$ cat config.mk
export PLATFORM = sky130hd
export DESIGN_NAME = utf8_cyrillic_to_cp1251_unit
export DESIGN_NICKNAME = d
export VERILOG_FILES = /design/src/rtl/utf8cp_pkg.sv /design/src/rtl/utf8_cyrillic_to_cp1251_unit.sv
export SDC_FILE = /design/constraint.sdc
export NUM_CORES = 1
export LEC_CHECK = 0
export BUFFER_PORTS_ARGS = -buffer_cell sky130_fd_sc_hd__buf_2
export CORE_UTILIZATION = 56
export CTS_CLUSTER_SIZE = 8
export DETAILED_ROUTE_END_ITERATION = 7
export GPL_ROUTABILITY_DRIVEN = 0
export PLACE_DENSITY = 0.79
export SYNTH_ARGS = -nofsm -noshare
export SYNTH_HDL_FRONTEND = slang
export SYNTH_SLANG_ARGS = --single-unit
$ cat constraint.sdc
create_clock -name i_clk -period 2.8 [get_ports i_clk]
set_clock_uncertainty 0.2 [all_clocks]
set_input_delay 0.14 -clock i_clk [delete_from_list [all_inputs] [get_ports i_clk]]
set_output_delay 0.14 -clock i_clk [all_outputs]
set_load 0.01 [all_outputs]
$ cat src/rtl/utf8cp_pkg.sv
package utf8cp_pkg;

    localparam logic [7:0] LEAD_BYTE_D0 = 8'hD0;
    localparam logic [7:0] LEAD_BYTE_D1 = 8'hD1;
    localparam logic [7:0] LEAD_BYTE_D2 = 8'hD2;
    localparam logic [7:0] D0_OFFSET    = 8'd48;

    typedef enum logic [1:0] {
        LEAD_NONE = 2'd0,
        LEAD_D0   = 2'd1,
        LEAD_D1   = 2'd2,
        LEAD_D2   = 2'd3
    } t_lead;

    typedef struct packed {
        logic       valid;
        logic [7:0] code;
    } t_result;

    // continuation byte after a pending lead
    function automatic t_result map_cont(input t_lead lead, input logic [7:0] b);
        t_result res;
        res.valid = 1'b0;
        res.code  = 8'd0;
        unique case (lead)
            LEAD_D0: begin
                res.valid = 1'b1;
                unique case (b)
                    8'h84:   res.code = 8'd170;
                    8'h86:   res.code = 8'd178;
                    8'h87:   res.code = 8'd175;
                    default: res.code = b + D0_OFFSET;
                endcase
            end
            LEAD_D1: begin
                res.valid = 1'b1;
                unique case (b)
                    8'h80, 8'h81, 8'h82, 8'h83, 8'h84,
                    8'h85, 8'h86, 8'h87, 8'h88, 8'h89: res.code = b + 8'd112;
                    8'h8C:   res.code = 8'd252;
                    8'h8E:   res.code = 8'd254;
                    8'h8F:   res.code = 8'd255;
                    8'h94:   res.code = 8'd186;
                    8'h96:   res.code = 8'd179;
                    8'h97:   res.code = 8'd191;
                    default: res.valid = 1'b0;
                endcase
            end
            LEAD_D2: begin
                res.valid = 1'b1;
                unique case (b)
                    8'h90:   res.code = 8'd165;
                    8'h91:   res.code = 8'd180;
                    default: res.valid = 1'b0;
                endcase
            end
            default: res.valid = 1'b0;
        endcase
        if (!res.valid) begin
            res.code = 8'd0;
        end
        return res;
    endfunction

endpackage

$ cat src/rtl/utf8_cyrillic_to_cp1251_unit.sv
// UTF-8 to Windows-1251 transcoder for Cyrillic and Ukrainian letters. Takes one UTF-8
// byte per beat and gives exactly one result beat per input beat, in order: a code byte,
// a flag saying whether a character came out, and a copy of the final flag. Lead bytes
// 0xD0, 0xD1 and 0xD2 are held in a two-bit register and give no character; the byte
// after them is mapped as their continuation, and all other bytes pass through. A lead
// on the final byte acts as if followed by a zero byte. The unit takes one byte per clock
// while o_stall is low; each result is registered in r_out, or first parked in r_skid
// when the output is held. The two-entry output buffer keeps o_stall registered, so input
// is taken while a result waits to be taken.
module utf8_cyrillic_to_cp1251_unit (
    input  logic       i_clk,
    input  logic       i_rst_n,
    input  logic       i_valid,
    output logic       o_stall,
    input  logic [7:0] i_in_byte,
    input  logic       i_is_final,
    output logic       o_valid,
    input  logic       i_stall,
    output logic [7:0] o_out_code,
    output logic       o_out_valid,
    output logic       o_out_final
);
    import utf8cp_pkg::*;

    typedef struct packed {
        t_result res;
        logic    fin;
    } t_beat;

    t_lead   r_lead;
    t_lead   n_lead;
    t_beat   n_beat;
    t_beat   r_out;
    t_beat   r_skid;
    logic    r_out_v;
    logic    r_skid_v;
    logic    in_acc;
    logic    out_acc;
    t_lead   byte_lead;

    assign o_stall = r_skid_v;
    assign in_acc  = i_valid && !r_skid_v;
    assign out_acc = r_out_v && !i_stall;

    always_comb begin
        unique case (i_in_byte)
            LEAD_BYTE_D0: byte_lead = LEAD_D0;
            LEAD_BYTE_D1: byte_lead = LEAD_D1;
            LEAD_BYTE_D2: byte_lead = LEAD_D2;
            default:      byte_lead = LEAD_NONE;
        endcase
    end

    always_comb begin
        n_lead           = LEAD_NONE;
        n_beat.fin       = i_is_final;
        n_beat.res.valid = 1'b1;
        n_beat.res.code  = i_in_byte;
        if (r_lead != LEAD_NONE) begin
            n_beat.res = map_cont(r_lead, i_in_byte);
        end else if (byte_lead != LEAD_NONE) begin
            if (i_is_final) begin
                // lead with nothing after it: treat as followed by zero
                n_beat.res = map_cont(byte_lead, 8'd0);
            end else begin
                n_lead           = byte_lead;
                n_beat.res.valid = 1'b0;
                n_beat.res.code  = 8'd0;
            end
        end
    end

    always_ff @(posedge i_clk) begin
        if (!i_rst_n) begin
            r_lead   <= LEAD_NONE;
            r_out_v  <= 1'b0;
            r_skid_v <= 1'b0;
        end else begin
            if (in_acc) begin
                r_lead <= n_lead;
            end
            if (r_skid_v) begin
                if (out_acc) begin
                    r_out    <= r_skid;
                    r_skid_v <= 1'b0;
                end
            end else if (in_acc) begin
                if (!r_out_v || out_acc) begin
                    r_out   <= n_beat;
                    r_out_v <= 1'b1;
                end else begin
                    // output held, park the new beat
                    r_skid   <= n_beat;
                    r_skid_v <= 1'b1;
                end
            end else if (out_acc) begin
                r_out_v <= 1'b0;
            end
        end
    end

    assign o_valid     = r_out_v;
    assign o_out_code  = r_out.res.code;
    assign o_out_valid = r_out.res.valid;
    assign o_out_final = r_out.fin;

endmodule

* Yosys cells after proc, flatten, opt, wreduce, memory -nomap -nowiden *
Cells that the tools add are included.

operators by class
  add/subtract/negate cells = 2
  equal/unequal tests = 27
  mux-type cells = 33
  bitwise logic cells = 2
  reduce and logical (&&, ||, !) cells = 17

operators with widths
  cell                                            number
  == test 8 bit (second input constant)           21
  case mux 8 bit (7 select lines)                 1
  case mux 8 bit (3 select lines)                 2
  two-way mux 10 bit                              4
  two-way mux 9 bit                               3
  two-way mux 8 bit                               2
  case mux 8 bit (2 select lines)                 1
  OR reduction 16 bit                             1
  two-way mux 1 bit                               14
  nonzero test 2 bit                              5
  OR reduction 10 bit                             1
  adder 8 x 6 -> 8 bit (second input constant)    1
  adder 8 x 7 -> 8 bit (second input constant)    1
  AND reduction 4 bit                             2
  two-way mux 2 bit                               3
  two-way mux 6 bit                               1
  case mux 2 bit (3 select lines)                 1
  == test 2 x 1 -> 1 bit (second input constant)  2
  == test 2 bit (second input constant)           2
  != test 2 x 1 -> 1 bit (second input constant)  2
  logical NOT 1 bit                               3
  case mux 1 bit (3 select lines)                 1
  AND reduction 3 bit                             1
  logical AND 1 bit                               2
  other kinds (3)                                 4

storage, ports and cells
  bits in registers = 24
  bits of input ports = 13
  output and inout bits = 12
  logic and storage cells = 90

* Longest topological paths before layout *
  word-level depth = 14
  gate-level depth with buffers = 8
  mapped depth without buffers = 7

* Worst setup path before layout *
No wires, ideal clock.

  path kind = register to register
  from = register r_skid_v (netlist: o_stall)
  to = register r_out (netlist bit o_out_code[0]), enable pin
  library setup time = 0.380 ns
  data arrival time = 1.573 ns
  required time = 2.220 ns
  setup slack = 0.647 ns
  stages on the path, launching flop included = 5
  clock period less this slack = 2.153 ns
  cell sequence = dfxtp_1 clkbuf_1 clkbuf_1 nand2_1 a21oi_1

on the way
  longest elaborated chain between the ends = 4

RTL lines
  element                                 RTL line                            RTL
  start: declaration                      utf8_cyrillic_to_cp1251_unit.sv:36  logic r_skid_v;
  start signal: assignment                utf8_cyrillic_to_cp1251_unit.sv:77  r_skid_v <= 1'b0;
  start signal: assignment                utf8_cyrillic_to_cp1251_unit.sv:85  r_skid_v <= 1'b0;
  start signal: assignment                utf8_cyrillic_to_cp1251_unit.sv:94  r_skid_v <= 1'b1;
  logical NOT 1 bit                       utf8_cyrillic_to_cp1251_unit.sv:42  assign in_acc = i_valid && !r_skid_v;
  logical AND 1 bit                       utf8_cyrillic_to_cp1251_unit.sv:42
  nonzero test 2 bit (no source line)     --
  AND reduction 4 bit (no source line) *  --
  end signal: assignment                  utf8_cyrillic_to_cp1251_unit.sv:84  r_out <= r_skid;
  end signal: assignment                  utf8_cyrillic_to_cp1251_unit.sv:89  r_out <= n_beat;
  end: declaration                        utf8_cyrillic_to_cp1251_unit.sv:33  t_beat r_out;

Mark *: on every way between the ends. The rest lies on a longest branch, timed or not.
A chain may end at the register's enable or synchronous reset.

* Worst setup path after layout *
  from = register r_lead[0]
  to = register r_out (netlist bit o_out_code[3]) (data pin)

on the way
  longest elaborated chain between the ends = 8

RTL lines
  element                                                  RTL line                            RTL
  start: declaration                                       utf8_cyrillic_to_cp1251_unit.sv:30  t_lead r_lead;
  start signal: assignment                                 utf8_cyrillic_to_cp1251_unit.sv:80  r_lead <= n_lead;
  == test 2 bit or == test 2 x 1 -> 1 bit (tied branches)  utf8cp_pkg.sv:25                    unique case (lead)
  case mux 1 bit (3 select lines)                          utf8cp_pkg.sv:25
  two-way mux 1 bit                                        utf8_cyrillic_to_cp1251_unit.sv:59  if (r_lead != LEAD_NONE) begin
  two-way mux 8 bit                                        utf8cp_pkg.sv:59                    if (!res.valid) begin
  two-way mux 9 bit *                                      utf8_cyrillic_to_cp1251_unit.sv:59
  two-way mux 10 bit *                                     utf8_cyrillic_to_cp1251_unit.sv:88  if (!r_out_v || out_acc) begin
  two-way mux 10 bit *                                     utf8_cyrillic_to_cp1251_unit.sv:87  end else if (in_acc) begin
  two-way mux 10 bit *                                     utf8_cyrillic_to_cp1251_unit.sv:82  if (r_skid_v) begin

Mark *: on every way between the ends. The rest lies on a longest branch, timed or not. The select of a mux whose other input is x is not followed.

==> results.sh <==
export IMPL_synth_cell_area_um2=1583
export IMPL_wl_per_cell_um=17.12
export IMPL_drtAntennaViolNets=0
export IMPL_final_hold_viol_count=0
export IMPL_slew_headroom_pct=30.47
export IMPL_finalNetCount=206
export IMPL_diodes=0
export IMPL_synth_edf_count=20
export IMPL_holdWs_ps=1.124
export IMPL_grt_max_degree=16
export IMPL_clk_pin_slew_ps=110
export IMPL_tightest_slew_ps=1043
export IMPL_fin_tns_setup_ps=0
export IMPL_ys_seq_area_share_pct=43.00
export IMPL_ys_warn_count=0
export IMPL_finalCriticalPeriod_ps=2204
export IMPL_required_ps=2770
export IMPL_vdd_ir_drop_max_mv=0.4177
export IMPL_initial_core_util_pct=61.65
export IMPL_clkSinkCount=24
export IMPL_coreArea_um2=2567
export IMPL_grt_first_pass_wirelength_um=5796
export IMPL_stdcell_count=219
export IMPL_dr_pass1_iters=4
export IMPL_endpoint_kind="flip-flop"
export IMPL_rows=18
export IMPL_tritoncts="done"
export IMPL_ctsResizeCount=0
export IMPL_post_route_period_util_pct=78.73
export IMPL_crit_arrival_ps=2170
export IMPL_critPathKind="reg2reg"
export IMPL_final_cell_mix="24 x buf_2, 20 x edfxtp_1, 15 x nand2_1"
export IMPL_die_w_um=55.17
export IMPL_power_density_nw_per_um2=379.1
export IMPL_hpwl_um=2740
export IMPL_final_common_cell="buf_2"
export IMPL_n_fill_cell=199
export IMPL_die_area_um2=3043
export IMPL_async_flop_share_pct=0
export IMPL_max_freq_ghz=0.4536
export IMPL_syn_num_nets=178
export IMPL_holdPathStages=3
export IMPL_gr_usage_all_layers_pct=27.53
export IMPL_postSynthCellCount=162
export IMPL_path_max_fanout=5
export IMPL_worst_r2r_path_depth=5
export IMPL_numCtsBuffers=3
export IMPL_die_h_um=55.17
export IMPL_ys_dominant_reg_cell="edfxtp_1"
export IMPL_insertion_delay_ps=310
export IMPL_htree_levels=1
export IMPL_viasPerCell=6.553
export IMPL_ys_ff_latch=24
export IMPL_area_delta_synth_final_pct=13.76
export IMPL_fin_ws_ps=595.6
export IMPL_dp_cells=211
export IMPL_postSynthAreaPerCell_um2=9.770
export IMPL_root_buffer="clkbuf_4"
export IMPL_grt_pass1_vias=1260
export IMPL_pin_count=25
export IMPL_finalSetupViolations=0
export IMPL_place_ws_ps=366.0
export IMPL_grt_ovfl_total=0
export IMPL_grt_antenna_before_repair=0
export IMPL_drtIter0Drc=75
export IMPL_hold_class="in2reg"
export IMPL_layout_drive_gt1_share_pct=23.81
export IMPL_total_power_uw=682.6
export IMPL_wl_um=3750
export IMPL_drv_cap=0
export IMPL_drv_slew=0
export IMPL_reg2reg_slack_ps=600
export IMPL_cts_buffer_depth=2
export IMPL_startpoint_type="flip-flop"
export IMPL_p_leak_uw=0.0006620
export IMPL_vias=1435
export IMPL_drc_errors=0
export IMPL_rsz0062_at_grt="no"
export IMPL_io_buffers=24
export IMPL_synth_cell_types=57
export IMPL_status="finished clean"
==> layout make-up <==
| class | instances | area, µm² | share of cell area (%) |
|---|---|---|---|
| clock buffers | 4 | 26.28 | 1.459 |
| inverters | 8 | 30.03 | 1.668 |
| multi-input cells | 120 | 828.3 | 46.00 |
| flip-flops and latches | 24 | 680.7 | 37.80 |
| well taps | 30 | 37.54 | 2.085 |
| repair buffers | 33 | 197.7 | 10.98 |
==> registers in the layout, indices dropped and copies added, names as in the netlist <==
| signal | cells |
|---|---|
| o_stall | 1 |
| o_out_code | 8 |
| o_out_final | 1 |
| r_lead | 2 |
| o_out_valid | 1 |
| r_skid | 10 |
| o_valid | 1 |
==> power by group <==
part	internal [µW]	switching [µW]
combinational	49.6	72.7
sequential	401	5.09
clock	55.7	99.0
total	506	177
==> worst paths after layout <==
| check | from | end |
|---|---|---|
| max reg2reg | r_lead[0] | o_out_code[3] |
| max | r_lead[0] | o_out_code[3] |
| min reg2reg | r_skid[3] | o_out_code[2] |
| min | i_stall | o_valid |
==> metal layers <==
metal | share of wire, % | GRT usage (%) | wire length, µm | vias up
met5 | 0 | 0 | 0 | -
met4 | 2.3 | 12.08 | 87 | 0
met3 | 8.2 | 5.191 | 309 | 8
met2 | 49 | 47.99 | 1847 | 92
met1 | 40 | 32.61 | 1505 | 658
li1 | - | - | - | 677
==> repair_timing <==
action | CTS | global route
setup buffers | 0 | 0
hold endpoints to repair | 5 | 0
hold buffers | 4 | 0
==> cells in the mapped netlist, drive strengths merged (5+ instances only) <==
cell	instances	area, µm²
edfxtp	20	600.6
nand2	15	56.30
o21ai	11	55.05
nor2	10	37.54
inv	8	30.03
a21oi	7	35.03
mux2	7	78.82
clkbuf	6	22.52
nor2b	6	37.54
nand2b	5	31.28
nand3	5	25.02
==> cell families (layout without fill, tap and decap cells) <==
group / count (synthesis) / after routing / synth area share, %
muxes: 7 / 7 / 4.980
adders and majority gates: 3 / 3 / 2.372
and+or+nand+nor: 62 / 62 / 22.45
DFF: 24 / 24 / 43.00
buffers and inverters: 18 / 45 / 4.664
xor gates and xnor gates: 2 / 2 / 1.107
AOI/OAI and AO/OA: 46 / 46 / 21.42
==> stage by stage <==
stage | area (µm²) | utilization (%)
4_1_cts | 1800 | 70.13
5_1_grt | 1800 | 70.13
3_3_place_gp | 1734 | 67.54
6_report | 1800 | 70.13
3_5_place_dp | 1734 | 67.54
2_1_floorplan | 1583 | -
==> worst max-delay path, stage by stage (launching register included) <==
cell and delay, ps:
dfxtp_1 330, nand2b_1 200, or4b_1 520, a211o_1 370, a311o_1 320, a21oi_1 130
Power figures use the tool's default switching activity.
